$ cat src/design/nnu_pkg.sv
// Shared types and constants for the nearest-neighbour upscaler.
// No dependencies; used by nnu_seq, nnu_out and the top level.
package nnu_pkg;

   // Field widths fixed by the interface
   localparam int PIXEL_W      = 24;
   localparam int SCALE_W      = 7;
   localparam int SRC_WIDTH_W  = 11;
   localparam int CSR_DATA_W   = 11;
   localparam int CSR_INDEX_W  = 1;

   // Default sizing of the line store and the factor range
   localparam int MAX_WIDTH_DEF  = 1024;
   localparam int MAX_FACTOR_DEF = 100;

   // Register reset values
   localparam logic [SCALE_W-1:0]     SCALE_RESET = 7'd1;
   localparam logic [SRC_WIDTH_W-1:0] WIDTH_RESET = 11'd1;

   // Register indexes
   localparam logic [CSR_INDEX_W-1:0] CSR_SCALE_FACTOR = 1'd0;
   localparam logic [CSR_INDEX_W-1:0] CSR_SOURCE_WIDTH = 1'd1;

   // Input word kinds
   localparam logic KIND_LOAD = 1'b0;
   localparam logic KIND_STEP = 1'b1;

   // Result status codes
   localparam logic [1:0] ST_PIXEL     = 2'd0;
   localparam logic [1:0] ST_PAD       = 2'd1;
   localparam logic [1:0] ST_NOT_READY = 2'd2;
   localparam logic [1:0] ST_REJECT    = 2'd3;

   typedef struct packed {
      logic               kind;
      logic [PIXEL_W-1:0] pixel_value;
   } nnu_req_type;

   typedef struct packed {
      logic [1:0]         status;
      logic [PIXEL_W-1:0] out_pixel;
      logic               end_of_row;
      logic               end_of_group;
   } nnu_rsp_type;

   // Result descriptor passed from the sequencer to the output stage
   typedef struct packed {
      logic       valid;
      logic [1:0] status;
      logic       from_mem;
      logic       eor;
      logic       eog;
   } nnu_meta_type;

endpackage

$ cat src/design/nnu_out.sv
// Output register: combines the result descriptor with line store read data.
// Depends on nnu_pkg; fed by nnu_seq and nnu_line_mem.
module nnu_out (
   input  logic                        clock,
   input  logic                        reset,
   input  nnu_pkg::nnu_meta_type       meta,
   input  logic [nnu_pkg::PIXEL_W-1:0] rd_data,
   output logic                        out_advance,
   output logic                        rsp_valid,
   input  logic                        rsp_ready,
   output nnu_pkg::nnu_rsp_type        rsp_data
);

   logic                 rsp_valid_ff, rsp_valid_in;
   nnu_pkg::nnu_rsp_type rsp_ff, rsp_in;

   // output register free or being drained
   assign out_advance = !rsp_valid_ff || rsp_ready;

   always_comb begin
      rsp_valid_in = rsp_valid_ff;
      rsp_in       = rsp_ff;
      if (out_advance) begin
         rsp_valid_in        = meta.valid;
         rsp_in.status       = meta.status;
         rsp_in.out_pixel    = meta.from_mem ? rd_data : '0;
         rsp_in.end_of_row   = meta.eor;
         rsp_in.end_of_group = meta.eog;
      end
   end

   always_ff @(posedge clock) begin
      if (reset) begin
         rsp_valid_ff <= 1'b0;
      end else begin
         rsp_valid_ff <= rsp_valid_in;
      end
   end

   always_ff @(posedge clock) begin
      rsp_ff <= rsp_in;
   end

   assign rsp_valid = rsp_valid_ff;
   assign rsp_data  = rsp_ff;

endmodule
$ cat config.mk
export PLATFORM = sky130hd
export DESIGN_NAME = nnu_out
export DESIGN_NICKNAME = d
export VERILOG_FILES = /design/src/design/nnu_pkg.sv /design/src/design/nnu_out.sv
export SDC_FILE = /design/constraint.sdc
export NUM_CORES = 1
export LEC_CHECK = 0
export ABC_AREA = 1
export BUFFER_PORTS_ARGS = -buffer_cell sky130_fd_sc_hd__buf_2
export CAP_MARGIN = 0
export CORE_UTILIZATION = 42
export DETAILED_ROUTE_END_ITERATION = 8
export GPL_ROUTABILITY_DRIVEN = 0
export PLACE_DENSITY = 0.77
export SETUP_SLACK_MARGIN = 0.15
export SLEW_MARGIN = 20
export SYNTH_ARGS = -nofsm -noshare
export SYNTH_HDL_FRONTEND = slang
export SYNTH_SLANG_ARGS = --single-unit
$ cat constraint.sdc
create_clock -name clock -period 1.4 [get_ports clock]
set_input_delay 0.14 -clock clock [delete_from_list [all_inputs] [get_ports clock]]
set_output_delay 0.14 -clock clock [all_outputs]
set_load 0.02 [all_outputs]
# == Word-level counts from Yosys, hierarchy flattened ==
# Cells that the tools add are included.
# totals
reg_bits,29
latch_bits,0
ramBits,0
rom_bits,0
inputBits,33
out_inout_bits,30
elab_cells,7
mem_count,0
# classes
n_addsub,0
multipliers,0
n_div,0
order_cmp,0
n_eq_ne,0
shifts,0
n_mux,0
n_bitwise,0
n_reduce_logical,2
# op_table
cell,n
1-bit logical NOT,1
1-bit logical OR,1

# == Longest topological paths before layout ==
# depth
word_depth,2
depth_mapped,3
ltp_nobuf,3

# == Worst setup path after synthesis ==
# No wires, ideal clock.
# synth_timing
kind,reg2reg
startpoint,"reg rsp_valid_ff, in the netlist rsp_valid"
endpoint,"reg rsp_ff, in the netlist rsp_data[0] (enable)"
setup_time_ns,0.498
arrival_ns,1.063
t_required_ns,0.902
setup_slack_ns,-0.161
path_stages_with_launch,2
path_buffers,0
period_less_slack_ns,1.561
cell_sequence,dfxtp_1 -> nand2_1
# synth_between
elab_chain_cells,2
# synth_rtl
element,line,text
start: declaration,nnu_out.sv:14,"logic rsp_valid_ff, rsp_valid_in;"
start signal: assignment,nnu_out.sv:36,rsp_valid_ff <= rsp_valid_in;
1-bit logical NOT,nnu_out.sv:18,assign out_advance = !rsp_valid_ff || rsp_ready;
1-bit logical OR,nnu_out.sv:18,
named net out_advance,nnu_out.sv:8,"output logic out_advance,"
end signal: assignment,nnu_out.sv:41,rsp_ff <= rsp_in;
end: declaration,nnu_out.sv:15,"nnu_pkg::nnu_rsp_type rsp_ff, rsp_in;"
# The timed path passes the listed nets, and every way through them passes these cells.
# A chain may end at the register's enable or synchronous reset.

# == Worst setup path in the final report ==
# layout_timing
startpoint,"reg rsp_valid_ff, in the netlist rsp_valid"
endpoint,out out_advance
# layout_between
elab_chain_cells,2
# layout_rtl
element,line
1-bit logical NOT,nnu_out.sv:18
1-bit logical OR,nnu_out.sv:18
end: declaration,nnu_out.sv:8
# Every way passes these cells.

==> key figures <==
Status
  • Outcome: finished, final reports clean

Pwr
  • Max VDD drop: about 880 uV
  • Pleak: 0.927 nW
  • PD cells: 1110 nW/um^2

Synth
  • EDFF count, synth: 28
  • Synth top cells by count: edfxtp_1, inv_1, nand2_1, buf_6
  • Primary FF master, synth: edfxtp_1
  • Syn_nets: 116
  • Async set or reset register ratio after synthesis: 0%
  • Synth area leaders: edfxtp_1, inv_1, nand2_1
  • Share of the synthesized area in the top cell type: around 80%
  • Mapped Avg Cell Area: 13.0 sq um
  • Distinct cells, synth: 6
  • Post-synthesis sequential area ratio: around four fifths
  • Most frequent cell after synthesis: edfxtp_1
  • Mapped cell area: ~1100 sq um
  • Yosys reg bits: 29
  • Mapped Cells: 83
  • Largest area contributor in the netlist: edfxtp_1
  • Yosys warns: 0

GRT
  • Largest net degree at the start of global routing: 25
  • Initial antenna violation count: 0
  • Congestion Overflow GR: 0
  • First-pass GRT wire length: 2980 microns
  • GRT Overall Usage: between 15 and 20%
  • Vias in the first global route: around 700

Worst setup path
  • Crit. End Element: output port
  • CP Launch Type: flop
  • Critical path type: flop to output port
  • Crit path max fanout: 13
  • Worst endpoint data arrival time: 1.03 ns
  • CP required: between 1 and 1.5 ns

Drt
  • Drt first-iter violations: 2
  • Post-DRT Antenna Nets: 0
  • Wirelength per Cell: about 11 microns
  • Drt total wl: approximately 2000 microns
  • Number of vias per cell: 4.25
  • # DRC: 0
  • Via count: 804
  • Pre-Repair DR Iteration Count: 3

Die
  • Core Region: around 2500 sq um
  • Initial core utilization: between 40 and 50%
  • Die Area: 2780 sq um
  • IO Count: between 60 and 70
  • Row count: 18
  • Die width: roughly 53 microns
  • Die height: between 50 and 60 microns

Timing
  • Maximum clock frequency: 0.852 GHz
  • Slew margin rel.: 74.7%
  • Final min period: around 1.2 ns
  • Period utilisation layout: 83.8%
  • Worst Hold Slack: roughly 0.066 ns
  • Worst clock skew: 0.00679 ns
  • Slew Limit Fails: 0
  • Slew @ Worst Pin: ~0.38 ns
  • Final Hold Vio Count: 0
  • RSZ-0062 raised after global routing: no
  • Setup violators final: 0
  • Final worst slack: 0.227 ns
  • Sum of negative setup slack: 0 ns

Clock network
  • CTS Buf Count: 5
  • CTS tree: built
  • Clock Tree Buf Depth: 2
  • Root Driver: clkbuf_4
  • Clk slew on worst S/H paths: about 0.080 ns
  • Num Clock Sinks: 29
  • H-Tree Depth: 2
  • Clk_lat worst skew: between 0.3 and 0.4 ns

Cells and area
  • Final core utilization: 64.3%
  • Share of layout cells above drive strength 1: 45.9%
  • P&R area growth vs syn: 46.2%
  • Fin area: 1580 sq um
  • ANT cells: 0
  • Nets@finish: between 150 and 200

Place
  • DP Area: ~1400 sq um
  • DPL Wire Length: roughly 1400 microns
  • Buffers added on ports: 62
  • Pre-CTS setup slack: 0.404 ns

Flow run
  • Max Cap Viol: 0

Min path
  • Worst Hold Class: input pin to flop
[power by group]
part | total [mW] | switching, mW | internal [mW]
Combinational | 0.279 | 0.164 | 0.115
Clock | 0.433 | 0.252 | 0.182
Sequential | 1.04 | 0.0151 | 1.02
Total | 1.75 | 0.431 | 1.32
[per-layer routing]
layer  vias to the layer above  part of all wire, %  track usage [%]
li1                        403                    -                -
met1                       358                   39             17.8
met2                        41                   51             24.7
met3                         2                  8.8             8.12
met4                         0                  1.2             10.1
met5                         -                    0                0
[sequential cells by signal (all words and copies together), names as in the netlist]
name	cells
rsp_data	28
rsp_valid	1
[placed cells by master (no fill, tap or decap)]
cell type / synthesis / final
inv_1: 26 / 26
edfxtp_1: 28 / 28
clkbuf_1: 0 / 1
clkbuf_4: 0 / 5
buf_2: 0 / 61
dfxtp_2: 0 / 1
clkinv_1: 0 / 1
nand2_1: 25 / 24
a21oi_1: 1 / 1
bufbuf_16: 0 / 1
dlygate4sd3_1: 0 / 5
buf_12: 0 / 1
buf_4: 0 / 3
nand2_4: 0 / 1
[cell families (layout without fill, tap and decap cells)]
group | after synthesis | after routing | share of synthesized area [%]
flops | 29 | 29 | 79.7
buf+inv | 28 | 104 | 11.1
simple gates | 25 | 25 | 8.69
compound gates | 1 | 1 | 0.463
[per-stage QoR]
step | instances | power (mW)
3_5_place_dp | 174 | 1.31
2_1_floorplan | 83 | 1.20
6_report | 189 | 1.75
4_1_cts | 184 | 1.74
3_3_place_gp | 174 | 1.30
5_1_grt | 189 | 1.83
[final cells by class]
type | count | area, sq um
repair buffers | 71 | 430
clock inverters | 1 | 3.75
well taps | 30 | 37.5
clock buffers | 6 | 41.3
inverters | 26 | 97.6
fillers | 197 | 876
multi-input cells | 26 | 106
flip-flops and latches | 29 | 862
[path summary, 6_finish.rpt]
| path | start | endpoint | slack [ns] | cells past startpoint |
|---|---|---|---|---|
| worst max-delay path | rsp_valid$_SDFFE_PP0P_ | out_advance | 0.23 | 3 |
| worst min-delay path | meta[5] | rsp_valid$_SDFFE_PP0P_ | 0.07 | 3 |
| worst max register to register | rsp_valid$_SDFFE_PP0P_ | rsp_data[4]$_SDFFCE_PN0P_ | 0.29 | 3 |
| worst min register to register | rsp_valid$_SDFFE_PP0P_ | rsp_data[6]$_SDFFCE_PN0P_ | 0.54 | 1 |
[critical path: stages, from the launching register on]
cell and delay, ns:
dfxtp_2 0.36, nand2_4 0.07, buf_12 0.15, buf_4 0.15
[timing repair]
| action | in CTS | in global routing |
|---|---|---|
| setup endpoints to repair | 1 | 1 |
| hold buffers | 2 | 3 |
| buffers inserted | 0 | 2 |
| pin swaps | 0 | 1 |
| cloned | 1 | 0 |
| endpoints found under the hold margin | 2 | 3 |
| gates resized for setup | 2 | 1 |
Power figures use the tool's default switching activity.
