===== src/design/nnu_pkg.sv =====
// Shared types and constants for the nearest-neighbour upscaler.
// No dependencies; used by nnu_seq, nnu_out and the top level.
package nnu_pkg;

   // Field widths fixed by the interface
   localparam int PIXEL_W      = 24;
   localparam int SCALE_W      = 7;
   localparam int SRC_WIDTH_W  = 11;
   localparam int CSR_DATA_W   = 11;
   localparam int CSR_INDEX_W  = 1;

   // Default sizing of the line store and the factor range
   localparam int MAX_WIDTH_DEF  = 1024;
   localparam int MAX_FACTOR_DEF = 100;

   // Register reset values
   localparam logic [SCALE_W-1:0]     SCALE_RESET = 7'd1;
   localparam logic [SRC_WIDTH_W-1:0] WIDTH_RESET = 11'd1;

   // Register indexes
   localparam logic [CSR_INDEX_W-1:0] CSR_SCALE_FACTOR = 1'd0;
   localparam logic [CSR_INDEX_W-1:0] CSR_SOURCE_WIDTH = 1'd1;

   // Input word kinds
   localparam logic KIND_LOAD = 1'b0;
   localparam logic KIND_STEP = 1'b1;

   // Result status codes
   localparam logic [1:0] ST_PIXEL     = 2'd0;
   localparam logic [1:0] ST_PAD       = 2'd1;
   localparam logic [1:0] ST_NOT_READY = 2'd2;
   localparam logic [1:0] ST_REJECT    = 2'd3;

   typedef struct packed {
      logic               kind;
      logic [PIXEL_W-1:0] pixel_value;
   } nnu_req_type;

   typedef struct packed {
      logic [1:0]         status;
      logic [PIXEL_W-1:0] out_pixel;
      logic               end_of_row;
      logic               end_of_group;
   } nnu_rsp_type;

   // Result descriptor passed from the sequencer to the output stage
   typedef struct packed {
      logic       valid;
      logic [1:0] status;
      logic       from_mem;
      logic       eor;
      logic       eog;
   } nnu_meta_type;

endpackage


===== src/design/nnu_seq.sv =====
// Sequencer: configuration registers, row/column/repeat counters and line store addressing.
// Depends on nnu_pkg; drives nnu_line_mem and hands a result descriptor to nnu_out.
module nnu_seq #(
   parameter int MAX_WIDTH  = nnu_pkg::MAX_WIDTH_DEF,
   parameter int MAX_FACTOR = nnu_pkg::MAX_FACTOR_DEF,
   parameter int AW         = (MAX_WIDTH > 1) ? $clog2(MAX_WIDTH) : 1
) (
   input  logic                             clock,
   input  logic                             reset,
   input  logic                             req_valid,
   output logic                             req_ready,
   input  nnu_pkg::nnu_req_type             req_data,
   input  logic                             csr_valid,
   output logic                             csr_ready,
   input  logic [nnu_pkg::CSR_INDEX_W-1:0]  csr_index,
   input  logic [nnu_pkg::CSR_DATA_W-1:0]   csr_data,
   input  logic                             out_advance,
   output nnu_pkg::nnu_meta_type            meta,
   output logic                             wr_en,
   output logic [AW-1:0]                    wr_addr,
   output logic [nnu_pkg::PIXEL_W-1:0]      wr_data,
   output logic                             rd_en,
   output logic [AW-1:0]                    rd_addr
);

   localparam int WW = $clog2(MAX_WIDTH + 1);
   localparam int CW = WW + 1;
   localparam int FW = $clog2(MAX_FACTOR + 1);
   localparam int FC = FW + 1;

   logic [nnu_pkg::SCALE_W-1:0]     scale_ff, scale_in;
   logic [nnu_pkg::SRC_WIDTH_W-1:0] width_ff, width_in;
   logic [WW-1:0]                   loaded_ff, loaded_in;
   logic [AW-1:0]                   column_ff, column_in;
   logic [FW-1:0]                   pix_rep_ff, pix_rep_in;
   logic [FW-1:0]                   row_rep_ff, row_rep_in;
   logic [1:0]                      pad_cnt_ff, pad_cnt_in;
   logic                            in_pad_ff, in_pad_in;
   nnu_pkg::nnu_meta_type           meta_ff, meta_in;

   logic [FW-1:0] factor;
   logic [WW-1:0] width;
   logic [FC-1:0] factor_ext;
   logic [CW-1:0] width_ext;
   logic [3:0]    pad_prod;
   logic [1:0]    pad_len;
   logic          full;
   logic          accept;
   logic [FC-1:0] pix_rep_inc;
   logic [FC-1:0] row_rep_inc;
   logic [CW-1:0] column_inc;
   logic [2:0]    pad_cnt_inc;
   logic          run_done;
   logic          last_pixel;
   logic          eor;

   assign csr_ready = 1'b1;
   assign req_ready = !meta_ff.valid || out_advance;
   assign accept    = req_valid && req_ready;

   // configuration writes
   always_comb begin
      scale_in = scale_ff;
      width_in = width_ff;
      if (csr_valid) begin
         unique case (csr_index)
            nnu_pkg::CSR_SCALE_FACTOR: scale_in = csr_data[nnu_pkg::SCALE_W-1:0];
            nnu_pkg::CSR_SOURCE_WIDTH: width_in = csr_data;
            default: ;
         endcase
      end
   end

   // effective factor and width, clamped to the supported range
   always_comb begin
      if (scale_ff == '0) begin
         factor = FW'(1);
      end else if (32'(scale_ff) > 32'(MAX_FACTOR)) begin
         factor = FW'(MAX_FACTOR);
      end else begin
         factor = FW'(scale_ff);
      end
      if (width_ff == '0) begin
         width = WW'(1);
      end else if (32'(width_ff) > 32'(MAX_WIDTH)) begin
         width = WW'(MAX_WIDTH);
      end else begin
         width = WW'(width_ff);
      end
   end

   assign factor_ext = FC'(factor);
   assign width_ext  = CW'(width);
   // pad bytes = (width * factor) mod 4
   assign pad_prod   = {2'b00, width_ext[1:0]} * {2'b00, factor_ext[1:0]};
   assign pad_len    = pad_prod[1:0];
   assign full       = loaded_ff >= width;

   assign pix_rep_inc = FC'(pix_rep_ff) + FC'(1);
   assign row_rep_inc = FC'(row_rep_ff) + FC'(1);
   assign column_inc  = CW'(column_ff) + CW'(1);
   assign pad_cnt_inc = {1'b0, pad_cnt_ff} + 3'd1;
   assign run_done    = pix_rep_inc >= factor_ext;
   assign last_pixel  = run_done && (column_inc >= width_ext);

   // per-word counter update and result descriptor
   always_comb begin
      loaded_in  = loaded_ff;
      column_in  = column_ff;
      pix_rep_in = pix_rep_ff;
      row_rep_in = row_rep_ff;
      pad_cnt_in = pad_cnt_ff;
      in_pad_in  = in_pad_ff;
      meta_in    = '0;
      wr_en      = 1'b0;
      wr_addr    = loaded_ff[AW-1:0];
      wr_data    = req_data.pixel_value;
      rd_en      = 1'b0;
      rd_addr    = column_ff;
      eor        = 1'b0;
      if (accept) begin
         if (req_data.kind == nnu_pkg::KIND_LOAD) begin
            if (full) begin
               meta_in.valid  = 1'b1;
               meta_in.status = nnu_pkg::ST_REJECT;
            end else begin
               wr_en     = 1'b1;
               loaded_in = loaded_ff + WW'(1);
            end
         end else if (!full) begin
            meta_in.valid  = 1'b1;
            meta_in.status = nnu_pkg::ST_NOT_READY;
         end else begin
            meta_in.valid = 1'b1;
            if (!in_pad_ff) begin
               // pixel from the line store
               meta_in.status   = nnu_pkg::ST_PIXEL;
               meta_in.from_mem = 1'b1;
               rd_en            = 1'b1;
               if (run_done) begin
                  pix_rep_in = '0;
                  column_in  = AW'(column_inc);
               end else begin
                  pix_rep_in = FW'(pix_rep_inc);
               end
               if (last_pixel) begin
                  column_in  = '0;
                  pix_rep_in = '0;
                  if (pad_len != 2'd0) begin
                     in_pad_in  = 1'b1;
                     pad_cnt_in = '0;
                  end else begin
                     eor = 1'b1;
                  end
               end
            end else begin
               // trailing pad byte
               meta_in.status = nnu_pkg::ST_PAD;
               if (pad_cnt_inc >= {1'b0, pad_len}) begin
                  eor        = 1'b1;
                  in_pad_in  = 1'b0;
                  pad_cnt_in = '0;
               end else begin
                  pad_cnt_in = pad_cnt_inc[1:0];
               end
            end
            // end of scanline: count replicas, release buffer after the last
            if (eor) begin
               meta_in.eor = 1'b1;
               if (row_rep_inc >= factor_ext) begin
                  meta_in.eog = 1'b1;
                  row_rep_in  = '0;
                  loaded_in   = '0;
               end else begin
                  row_rep_in = FW'(row_rep_inc);
               end
            end
         end
      end
   end

   // state registers
   always_ff @(posedge clock) begin
      if (reset) begin
         scale_ff   <= nnu_pkg::SCALE_RESET;
         width_ff   <= nnu_pkg::WIDTH_RESET;
         loaded_ff  <= '0;
         column_ff  <= '0;
         pix_rep_ff <= '0;
         row_rep_ff <= '0;
         pad_cnt_ff <= '0;
         in_pad_ff  <= 1'b0;
         meta_ff    <= '0;
      end else begin
         scale_ff   <= scale_in;
         width_ff   <= width_in;
         loaded_ff  <= loaded_in;
         column_ff  <= column_in;
         pix_rep_ff <= pix_rep_in;
         row_rep_ff <= row_rep_in;
         pad_cnt_ff <= pad_cnt_in;
         in_pad_ff  <= in_pad_in;
         if (req_ready) begin
            meta_ff <= meta_in;
         end
      end
   end

   assign meta = meta_ff;

endmodule


===== config.mk =====
export PLATFORM = sky130hd
export DESIGN_NAME = nnu_seq
export DESIGN_NICKNAME = d
export VERILOG_FILES = /design/src/design/nnu_pkg.sv /design/src/design/nnu_seq.sv
export SDC_FILE = /design/constraint.sdc
export NUM_CORES = 1
export LEC_CHECK = 0
export BUFFER_PORTS_ARGS = -buffer_cell sky130_fd_sc_hd__buf_2
export CORE_AREA = 2 2 102 104
export CTS_BUF_LIST = sky130_fd_sc_hd__clkbuf_2 sky130_fd_sc_hd__clkbuf_4 sky130_fd_sc_hd__clkbuf_8
export DETAILED_ROUTE_END_ITERATION = 7
export DIE_AREA = 0 0 104 106
export GPL_TIMING_DRIVEN = 0
export PLACE_DENSITY = 0.65
export SYNTH_ARGS = -nofsm -noshare
export SYNTH_HDL_FRONTEND = slang
export SYNTH_SLANG_ARGS = --single-unit

===== constraint.sdc =====
create_clock -name clock -period 3.89 [get_ports clock]
set_input_delay 0.1945 -clock clock [delete_from_list [all_inputs] [get_ports clock]]
set_output_delay 0.1945 -clock clock [all_outputs]
set_load 0.005 [all_outputs]

======== After elaboration in Yosys (flattened, before gate mapping) ========
Index checks and enable logic that the tools add are counted.
word-level totals
  bits in registers ....................... 62
  logic and storage cells ................. 95
operators by class
  add/subtract/negate cells ............... 5
  multipliers ............................. 1
  order comparisons ....................... 7
  equality and inequality tests ........... 4
  muxes and demuxes ....................... 45
  bitwise gates (word level) .............. 2
  reduce and logical (&&, ||, !) cells .... 18
operators by type and width
  operator                                                                  number
  11-bit 2-to-1 mux                                                         7
  7-bit 2-to-1 mux                                                          5
  11-bit >= comparator                                                      2
  1-bit 2-to-1 mux                                                          20
  10-bit 2-to-1 mux                                                         2
  7-bit by 1-bit adder with 8-bit output (second input constant)            2
  8-bit by 7-bit >= comparator with 1-bit output                            2
  5-bit AND reduction                                                       3
  2-bit 2-to-1 mux                                                          6
  3-bit 2-to-1 mux                                                          4
  10-bit by 1-bit adder with 11-bit output (second input constant)          1
  11-bit by 1-bit adder with 11-bit output (second input constant)          1
  11-bit > comparator (second input constant)                               1
  11-bit logical NOT                                                        1
  4-bit AND reduction                                                       2
  2-bit nonzero test                                                        4
  7-bit > comparator (second input constant)                                1
  7-bit logical NOT                                                         1
  6-bit 2-to-1 mux                                                          1
  2-bit by 1-bit inequality test with 1-bit output (second input constant)  3
  2-bit AND reduction                                                       2
  2-bit by 1-bit adder with 3-bit output (second input constant)            1
  3-bit by 2-bit >= comparator with 1-bit output                            1
  3-bit AND reduction                                                       1
  other kinds (6)                                                           8

======== Logic depth before layout (Yosys ltp) ========
Gate-level depths: netlist of the first run.
  depth in word-level cells ............... 15
  gate-level depth with buffers ........... 16
  gate-level depth less buffers ........... 15

======== Worst setup path after synthesis of the first run ========
Ideal clock, no wire load.
  path type ............................... reg2reg
  from .................................... reg width_ff[10] (netlist bit)
  to ...................................... reg loaded_ff[6]
  arrival time ............................ 3.097 ns
  required time ........................... 3.773 ns
  slack ................................... 0.676 ns
  stages on the path, launching flop included .. 15
  clock period less this slack ............ 3.214 ns
  cells stage by stage .................... dfxtp_1 > clkinv_1 > nand2_1 > ha_1 > a211oi_1 > o21ai_0 > nand4b_1 > a211oi_2 > ha_1 > nor2_1 > o31a_1 > and4_4 > buf_2 > o21ai_0 > a32o_1
on the way
  word-level cells in the longest chain between the ends .. 13
RTL lines
  what                                                                                                    RTL line        source
  start: declaration                                                                                      nnu_seq.sv:32   logic [nnu_pkg::SRC_WIDTH_W-1:0] width_ff, width_in;
  start signal: assignment                                                                                nnu_seq.sv:186  width_ff <= nnu_pkg::WIDTH_RESET;
  start signal: assignment                                                                                nnu_seq.sv:196  width_ff <= width_in;
  11-bit > comparator                                                                                     nnu_seq.sv:85   end else if (32'(width_ff) > 32'(MAX_WIDTH)) begin
  11-bit 2-to-1 mux                                                                                       nnu_seq.sv:85
  11-bit 2-to-1 mux *                                                                                     nnu_seq.sv:83   if (width_ff == '0) begin
  parallel branches: the longest is 9 deep, another holds 3-bit by 2-bit >= comparator with 1-bit output  n/a
  5-bit AND reduction (no source line) *                                                                  n/a
  end signal: assignment                                                                                  nnu_seq.sv:197  loaded_ff <= loaded_in;
  end: declaration                                                                                        nnu_seq.sv:33   logic [WW-1:0] loaded_ff, loaded_in;
Every way passes the cells marked *. The select of a mux whose other input is x is not followed.
A chain may end at the register's enable or synchronous reset.

======== Worst setup path after layout of the first run ========
  from .................................... reg width_ff[5] (netlist bit)
  to ...................................... reg loaded_ff[8]
The elaborated chain is that of the path after synthesis.

==> impl_results.md, run 1 <==
* Status: complete, no violations
* Ys Warns at 0
* Top FF cell, synth: dfxtp_1
* Critical setup path kind: flop to flop
* Die H at 106 µm
* Clock tree sinks at 62
* Ys async rst share at 0%
* Mapped Area at 4390 µm²
* #FFs+latches synth at 62
* Synth unique cells at 67
* Reg clk slew, reported paths at 70 ps
* Drt pass-1 iters at 4
* DRT Wirelength at 11.1 mm
* Cells after Synth at 550
* Syn Nets at 638
* Vias per cell at 5.44
* Io pins at 96
* H-tree lvl count at 3
* Core area at 10000 µm²
* Most common cell after layout, fill and taps aside: buf_2
* Vias in the first global route at 3867
* Required time of the critical path at 4140 ps
* Die width at 104 µm
* Min-delay src: csr_data[7]
* Period utilization at 95.1%
* Commonest non-fill, non-tap cells in the layout: buf_2, nand2_1, dfxtp_1
* Setup ws final at 189 ps
* Reg-to-reg startpoint: width_ff[5]
* Core Rows at 37
* Crit. Startpoint: width_ff[5]
* Port Buf Inserts at 69
* Routed Antenna Nets at 0
* GP Congestion at 0.899
* Final-report hold violation count at 0
* Global-route wire length before repair at 18.3 mm
* Clk buf depth at 2
* Total track usage at 20.2%
* Die ar. at 11000 µm²
* DR WL/cell at 14.4 µm
* Pre-CTS setup slack at -88.9 ps
* NumNets Final at 721
* Fill count at 995
* Type of destination of the critical path: flop
* PwrDens at 318 nW/µm²
* TritonCTS buffer count at 9
* Vias at 4212
* Highest net fanout along the worst path at 10
* Synth-to-Final Area Change at 18.4%
* Seq/Total Area, Yosys at 28.2%
* Util after Layout at 52.0%
* Iteration-0 DRC count of the detailed router at 184
* TritonCTS clock tree: yes
* Worst vdd ir at 0.158 mV
* Slew Limit Fails at 0
* Max-slew headroom at 47.8%
* CP startpoint kind: flop
* Root buf cell: clkbuf_8
* Min-Delay Path Class: primary input to flop
* Placed cell count at 755
* Hold-fix buffers, CTS at 0
* Crit path DAT at 3950 ps
* Max-Cap Viols at 0
* Clk_skew at 5.46 ps
* Share of post-route cells with drive strength above 1 at 22.9%
* Clk_lat worst skew at 350 ps
* Final setup viols at 0
* Post-synth EDFFs at 0
* Hpwl dp at 8.53 mm
* Non-filler instance count after layout at 774
* Fmax at 270 MHz
* Total grt overflow at 0
* Largest net degree at the start of global routing at 12
* Avg Inst Size Synth at 7.99 µm²
* Initial Util at 43.9%
* P_leak at 2.34 nW
* Worst slew pin tran at 777 ps
* Minimum clock period at 3700 ps
* # DRC at 0
* Diodes inserted at 0
* Initial antenna violation count at 0
layer usage:
| layer | up-vias | global-route usage, % | routed length (µm) |
|---|---|---|---|
| li1 | 2097 | - | - |
| met1 | 1976 | 27.8 | 5360 |
| met2 | 124 | 33.0 | 5090 |
| met3 | 15 | 2.88 | 515 |
| met4 | 0 | 6.27 | 146 |
| met5 | - | 0 | 0 |
synthesized netlist by cell type, drive strengths merged, types with 5 or more instances:
library cell | instances | area [µm²]
nor2b | 10 | 62.6
nor3 | 10 | 66.3
buf | 42 | 294
mux2i | 5 | 50.1
nand3 | 25 | 125
xnor2 | 7 | 61.3
a32o | 6 | 61.3
nand3b | 9 | 67.6
and3 | 14 | 87.6
clkbuf | 12 | 45.0
or3 | 8 | 50.1
a221oi | 5 | 50.0
dfxtp | 62 | 1240
o31ai | 6 | 50.1
nand2b | 5 | 38.8
nor2 | 50 | 190
a21o | 8 | 60.1
o21ai | 18 | 93.8
inv | 22 | 82.6
ha | 45 | 563
nand2 | 67 | 251
a21oi | 44 | 220
xor2 | 12 | 105
o32ai | 6 | 52.6
worst max-delay path: stages (launching register included):
cell and delay (ps):
dfxtp_1 350, nor4_2 300, a31oi_2 170, nor2_2 210
ha_1 260, nand4_1 80, o21ai_0 90, nand4b_1 250
a211oi_4 390, ha_1 310, nor2_1 180, o31a_1 200
a32o_2 230, buf_2 240, o21ai_0 120, a32o_1 220
sequential cells by signal (all words and copies together) (netlist names):
| signal | count |
|---|---|
| in_pad_ff | 1 |
| loaded_ff | 11 |
| meta | 6 |
| pad_cnt_ff | 2 |
| pix_rep_ff | 7 |
| rd_addr | 10 |
| row_rep_ff | 7 |
| scale_ff | 7 |
| width_ff | 11 |
kinds of logic after synthesis:
| logic type | synth area share (%) |
|---|---|
| AND/OR/NAND/NOR | 24.5 |
| flip-flops | 28.2 |
| adder cells (fa/ha/maj) | 13.3 |
| multiplexers | 1.14 |
| XOR/XNOR | 3.79 |
| other | 0.0853 |
| buffers and inverters | 9.77 |
| AO/OA/AOI/OAI | 19.2 |
report_power, final:
group | internal [mW] | switching [mW] | leakage (nW)
clock network | 0.420 | 0.265 | 0.123
registers | 0.650 | 0.0164 | 0.503
logic | 0.132 | 0.174 | 1.71
worst paths after layout:
path,slack [ps],cells past startpoint,endpoint
worst max-delay path,190,15,loaded_ff[8]
worst min-delay path,80,3,width_ff[7]
worst max register to register,190,15,loaded_ff[8]
worst min register to register,450,2,meta[2]
stage by stage:
stage / power (mW) / cell area, µm² / hold slack, ps / setup TNS (ps)
2_1_floorplan: 0.878 / 4390 / 312 / 0
3_3_place_gp: 0.958 / 4910 / 429 / 0
3_5_place_dp: 0.968 / 4910 / 444 / -604
4_1_cts: 1.65 / 5160 / 76.8 / 0
5_1_grt: 1.73 / 5200 / 88.7 / -13.1
6_report: 1.66 / 5200 / 83.5 / 0
timing repair:
action	CTS	global route
buffers inserted	0	3
resized for setup	2	7
endpoints found under the setup margin	11	25
pin swaps	0	2
cloned	0	0
layout make-up:
class	count	area, µm²	area share [%]
clock inverters	3	65.1	1.25
plain buffers	54	342	6.56
flip-flops and latches	62	1240	23.9
clock buffers	13	173	3.32
repair buffers	72	368	7.07
multi-input cells	410	2750	52.9
inverters	24	91.3	1.76
well taps	136	170	3.27
(Power assumes the default switching activity.)
==> run 2: changes to the inputs <==
--- a/config.mk
+++ b/config.mk
@@ -5,13 +5,13 @@
 export SDC_FILE = /design/constraint.sdc
 export NUM_CORES = 1
 export LEC_CHECK = 0
-export BUFFER_PORTS_ARGS = -buffer_cell sky130_fd_sc_hd__buf_2
 export CORE_AREA = 2 2 102 104
 export CTS_BUF_LIST = sky130_fd_sc_hd__clkbuf_2 sky130_fd_sc_hd__clkbuf_4 sky130_fd_sc_hd__clkbuf_8
 export DETAILED_ROUTE_END_ITERATION = 7
 export DIE_AREA = 0 0 104 106
+export DONT_BUFFER_PORTS = 1
 export GPL_TIMING_DRIVEN = 0
-export PLACE_DENSITY = 0.65
+export PLACE_DENSITY = 0.57
 export SYNTH_ARGS = -nofsm -noshare
 export SYNTH_HDL_FRONTEND = slang
 export SYNTH_SLANG_ARGS = --single-unit
==> run 2 against run 1 <==
Net effect:
- the flow now finishes with violations (hold timing)
- wire length up 1.8%
- non-clock buffer count down 56
- clock skew up 2.6 ps
- final cell count down 7.2%
- clock power down 6.4%
- sequential power about the same
- design area down 4.1%
- first-iteration DRC count up 3.3%
- worst setup slack better by 61 ps
- critical endpoint is now loaded_ff[6]
==> impl_results.md, run 2 (same netlist as run 1, synthesis figures left out) <==
* RSZ-0062 raised after global routing: yes
* Commonest non-fill, non-tap cells in the layout: nand2_1, dfxtp_1, nor2_1
* Most common cell after layout, fill and taps aside: nand2_1
* Max-Cap Viols at 0 (unchanged)
* Die ar. at 11000 µm² (unchanged)
* Clock tree sinks at 62 (unchanged)
* Crit-path max cell delay at 420 ps (+30 ps)
* Minimum clock period at 3640 ps (-60.8 ps)
* Non-filler instance count after layout at 718 (-7.2%)
* Vias per cell at 5.58 (+2.5%)
* Setup ws final at 250 ps (+60.9 ps)
* Initial antenna violation count at 0 (unchanged)
* Top delay family on crit path: simple AND/OR/NAND/NOR gates
* Initial Util at 43.9% (unchanged)
* NumNets Final at 665 (-7.8%)
* Area occupied by multi-input gates at 2760 µm² (+0.27%)
* Die width at 104 µm (unchanged)
* Fmax at 275 MHz (+1.7%)
* Min-delay src: csr_data[10]
* TritonCTS clock tree: yes
* Fill count at 1000 (+0.50%)
* Crit. Startpoint: width_ff[1]
* Core area at 10000 µm² (unchanged)
* Final-report hold violation count at 1 (+1)
* P_leak at 2.08 nW (-11%)
* WHS at -5.89 ps (-89.4 ps)
* Worst vdd ir at 0.171 mV (+8.5%)
* Drt pass-1 iters at 5 (+1)
* CP max-delay cell: a211oi_4
* DRT Wirelength at 11.3 mm (+1.8%)
* Violated checks: hold timing
* Final setup viols at 0 (unchanged)
* Core Rows at 37 (unchanged)
* Crit path DAT at 3880 ps (-70 ps)
* Slew Limit Fails at 0 (unchanged)
* Post-DP Area at 4560 µm² (-7.0%)
* Vias in the first global route at 3723 (-3.7%)
* Routed Antenna Nets at 0 (unchanged)
* Min-Delay Path Class: primary input to flop
* Diodes inserted at 0 (unchanged)
* Period utilization at 93.6% (-1.6 points)
* Critical setup path kind: flop to flop
* Crit path cell chain: nor4_2 > a31oi_2 > nor2_2 > ha_1 > nand4_1 > o21ai_0 > nand4b_1 > a211oi_4 > ha_1 > nor2_2 > o31a_1 > and4_4 > clkbuf_4 > o21ai_0 > a32o_1
* Required time of the critical path at 4130 ps (about the same)
* Share of post-route cells with drive strength above 1 at 13.9% (-9.0 points)
* Port Buf Inserts at 0 (-100%)
* Placed cell count at 686 (-9.1%)
* WP buf/inv at 1 (unchanged)
* Type of destination of the critical path: flop
* Die H at 106 µm (unchanged)
* TritonCTS buffer count at 9 (unchanged)
* PwrDens at 321 nW/µm² (+0.83%)
* Global-route wire length before repair at 18.5 mm (+1.1%)
* Root buf cell: clkbuf_8
* H-tree lvl count at 3 (unchanged)
* Clk_skew at 8.10 ps (+2.65 ps)
* Total track usage at 20.8% (+0.55 points)
* Clk_lat worst skew at 340 ps (about the same)
* # DRC at 0 (unchanged)
* GP Congestion at 0.848 (-5.6%)
* Register Area at 1240 µm² (unchanged)
* DR WL/cell at 15.8 µm (+9.8%)
* Iteration-0 DRC count of the detailed router at 190 (+3.3%)
* Max-slew headroom at 43.2% (-4.6 points)
* Hpwl dp at 8.53 mm (about the same)
* CP startpoint kind: flop
* Pre-CTS setup slack at -91.8 ps (-2.89 ps)
* Total grt overflow at 0 (unchanged)
* Worst slew pin tran at 845 ps (+67.8 ps)
* Synth-to-Final Area Change at 13.5%
* Io pins at 96 (unchanged)
* Reg clk slew, reported paths at 80 ps (about the same)
* Status: finished with violations
* Clk buf depth at 2 (unchanged)
* Reg-to-reg startpoint: width_ff[1]
* Design area at 4990 µm² (-4.1%)
* Vias at 4006 (-4.9%)
* Highest net fanout along the worst path at 10 (unchanged)
* Largest net degree at the start of global routing at 12 (unchanged)
run 2: timing repair:
| item | CTS | global route |
|---|---|---|
| gates cloned | 0 | 0 |
| pin swaps | 0 | 3 |
| gates resized for setup | 2 | 16 |
| hold buffers | 11 | 1 |
| endpoints found under the hold margin | 13 | 1 |
| buffers inserted | 0 | 4 |
| setup endpoints to repair | 11 | 24 |
run 2: area by class of cell:
cell class / instances / share of cell area, %
sequential: 62 / 24.9
buffer: 54 / 7.00
clock inverter: 2 / 0.752
inverter: 24 / 1.86
clock buffer: 14 / 3.74
multi-input combinational: 410 / 55.3
timing repair buffer: 16 / 3.01
tap: 136 / 3.41
run 2: path summary, 6_finish.rpt:
| path | to | slack, ps | cells after the start |
|---|---|---|---|
| setup / recovery | loaded_ff[6] | 250 | 15 |
| hold / removal | width_ff[10] | -6 | 2 |
| setup reg to reg | loaded_ff[6] | 250 | 15 |
| hold reg to reg | meta[4] | 470 | 2 |
run 2: per-layer routing:
metal	vias up	wire length (µm)	track usage, %
li1	1991	-	-
met1	1864	5360	28.4
met2	129	4930	31.6
met3	22	792	4.97
met4	0	227	8.30
met5	-	0	0
run 2: through the flow:
stage / TNS [ps] / util (%) / power (mW)
after floorplan: 0 / - / 0.878
after global placement: -539 / 45.6 / 0.936
after detailed placement: -651 / 45.6 / 0.942
after CTS: 0 / 49.1 / 1.59
after global routing: -40.5 / 49.9 / 1.68
final: 0 / 49.9 / 1.60
run 2: where the power goes:
part	switching [mW]	internal, mW	total [mW]
Clock	0.267	0.374	0.641
Sequential	0.0178	0.650	0.667
Combinational	0.167	0.126	0.293
Total	0.453	1.15	1.60
==> run 3: changes to the inputs <==
--- a/config.mk
+++ b/config.mk
@@ -5,13 +5,14 @@
 export SDC_FILE = /design/constraint.sdc
 export NUM_CORES = 1
 export LEC_CHECK = 0
+export CAP_MARGIN = 30
 export CORE_AREA = 2 2 102 104
 export CTS_BUF_LIST = sky130_fd_sc_hd__clkbuf_2 sky130_fd_sc_hd__clkbuf_4 sky130_fd_sc_hd__clkbuf_8
 export DETAILED_ROUTE_END_ITERATION = 7
 export DIE_AREA = 0 0 104 106
 export DONT_BUFFER_PORTS = 1
-export GPL_TIMING_DRIVEN = 0
 export PLACE_DENSITY = 0.57
+export SLEW_MARGIN = 20
 export SYNTH_ARGS = -nofsm -noshare
 export SYNTH_HDL_FRONTEND = slang
 export SYNTH_SLANG_ARGS = --single-unit
==> run 3 against run 2 <==
Net effect:
- the flow now finishes without violations
- sequential power about the same
- largest cell class unchanged
- design area decreased by 6.0%
- non-clock buffer count fell by 43
- clock power decreased by 17%
- largest power group unchanged
- worst setup slack improved by 19 ps
==> impl_results.md, run 3 (same netlist as run 1, synthesis figures left out) <==
* Setup_tns at 0 ps (unchanged)
* Top delay family on crit path: simple AND/OR/NAND/NOR gates
* Clk buf depth at 2 (unchanged)
* Vias in the first global route at 3581 (-3.8%)
* Period utilization at 93.1% (-0.49 points)
* DRT Wirelength at 10.5 mm (-6.9%)
* Vias at 3766 (-6.0%)
* Non-filler instance count after layout at 675 (-6.0%)
* Fmax at 276 MHz (+0.52%)
* NumNets Final at 622 (-6.5%)
* CP max-delay cell: nor4_1
* Placed cell count at 640 (-6.7%)
* Root buf cell: clkbuf_8
* Total grt overflow at 0 (unchanged)
* Status: complete, no violations
* Global-route wire length before repair at 17.3 mm (-6.3%)
* Die width at 104 µm (unchanged)
* Diodes inserted at 0 (unchanged)
* Pre-CTS setup slack at 111 ps (+203 ps)
* Initial Util at 43.9% (unchanged)
* Largest net degree at the start of global routing at 58 (+46)
* Fill count at 999 (-0.10%)
* GP Congestion at 0.796 (-6.2%)
* Highest net fanout along the worst path at 14 (+4)
* Post-DP Area at 4290 µm² (-6.1%)
* Hpwl dp at 7.65 mm (-10%)
* Power after layout at 1.47 mW (-8.2%)
* Clk_lat worst skew at 350 ps (about the same)
* Vias per cell at 5.58 (about the same)
* Max-Cap Viols at 0 (unchanged)
* Synth-to-Final Area Change at 6.66%
* H-tree lvl count at 3 (unchanged)
* Core Rows at 37 (unchanged)
* CP startpoint kind: flop
* Worst vdd ir at 0.185 mV (+8.4%)
* Routed Antenna Nets at 0 (unchanged)
* Initial antenna violation count at 0 (unchanged)
* Crit path cell chain: nor4_1 > a31oi_2 > nor2_2 > ha_1 > nand4_1 > o21ai_0 > nand4b_1 > a211oi_4 > ha_1 > nor2_1 > o31a_1 > and4_4 > o211ai_1 > a221oi_2
* Io pins at 96 (unchanged)
* # DRC at 0 (unchanged)
* Most common cell after layout, fill and taps aside: nand2_1
* Share of post-route cells with drive strength above 1 at 9.09% (-4.8 points)
* TritonCTS buffer count at 9 (unchanged)
* DR WL/cell at 15.6 µm (-1.0%)
* Die H at 106 µm (unchanged)
* Port Buf Inserts at 0 (unchanged)
* Crit-path max cell delay at 350 ps (-70 ps)
* Critical setup path kind: flop to flop
* TritonCTS clock tree: yes
* Iteration-0 DRC count of the detailed router at 145 (-24%)
* Clock tree sinks at 62 (unchanged)
* Core area at 10000 µm² (unchanged)
* Worst slew pin tran at 759 ps (-86.7 ps)
* Drt pass-1 iters at 5 (unchanged)
* Crit path DAT at 3890 ps (about the same)
* RSZ-0062 raised after global routing: no
* Reg clk slew, reported paths at 80 ps (about the same)
* P_leak at 1.89 nW (-9.2%)
* Type of destination of the critical path: flop
* Die ar. at 11000 µm² (unchanged)
* Setup ws final at 269 ps (+18.9 ps)
* WHS at 30.6 ps (+36.5 ps)
* Min-Delay Path Class: primary input to flop
* Design area at 4690 µm² (-6.0%)
* Minimum clock period at 3620 ps (-18.9 ps)
* CP dominant cell by count: ha_1
* WP buf/inv at 0 (-1)
* Final-report hold violation count at 0 (-1)
* Total track usage at 19.4% (-1.4 points)
* Commonest non-fill, non-tap cells in the layout: nand2_1, dfxtp_1, nor2_1
* Util after Layout at 46.9% (-3.0 points)
* Required time of the critical path at 4160 ps (+30 ps)
* Clk_skew at 6.62 ps (-1.48 ps)
* PwrDens at 314 nW/µm² (-2.3%)
* Max-slew headroom at 49.3% (+6.1 points)
* Slew Limit Fails at 0 (unchanged)
* Final setup viols at 0 (unchanged)
[run 3: changes by cell type in the layout (fill, tap and decap cells not counted), sizes merged]
cell | before | now
buf | 43 | 15
bufinv | 1 | 0
clkbuf | 29 | 9
inv | 23 | 25
clkinv | 1 | 2
clkinvlp | 1 | 4
[run 3: power breakdown]
part / leakage, nW / internal, mW / total (mW) / switching, mW
Clock: 0.0829 / 0.238 / 0.535 / 0.296
Combinational: 1.30 / 0.114 / 0.269 / 0.155
Sequential: 0.503 / 0.649 / 0.667 / 0.0173
Total: 1.89 / 1.00 / 1.47 / 0.468
[run 3: repair_timing]
action / in CTS / in global routing
hold endpoints to repair: 57 / 0
hold buffers: 13 / 0
endpoints found under the setup margin: 0 / 16
buffers inserted: 0 / 6
gates resized for setup: 0 / 6
[run 3: routing by layer]
layer / up-vias / share of wire [%] / track usage (%)
li1: 1892 / - / -
met1: 1772 / 48 / 25.7
met2: 88 / 45 / 29.4
met3: 14 / 5.0 / 5.27
met4: 0 / 2.1 / 9.17
met5: - / 0 / 0
[run 3: worst register-to-register path, delay by kind of cell, from the launching register on]
kind	cells	cell delay [ps]
DFF	1	330
adders and majority gates	2	550
and+or+nand+nor	6	1380
AOI/OAI and AO/OA	6	1290
[run 3: layout make-up]
cell class	instances	area, µm²	area share, %
Clock buffer	9	124	2.64
Inverter	24	93.8	2.00
Multi-Input combinational cell	410	2750	58.6
Tap cell	136	170	3.63
Sequential cell	62	1240	26.5
Clock inverter	7	57.6	1.23
Timing Repair Buffer	27	253	5.39
[run 3: worst paths after layout]
path	cells past startpoint	slack, ps	startpoint	to
setup / recovery	14	270	width_ff[5]	loaded_ff[3]
hold / removal	3	30	reset	loaded_ff[9]
setup reg to reg	14	270	width_ff[5]	loaded_ff[3]
hold reg to reg	2	470	meta[4]	meta[4]
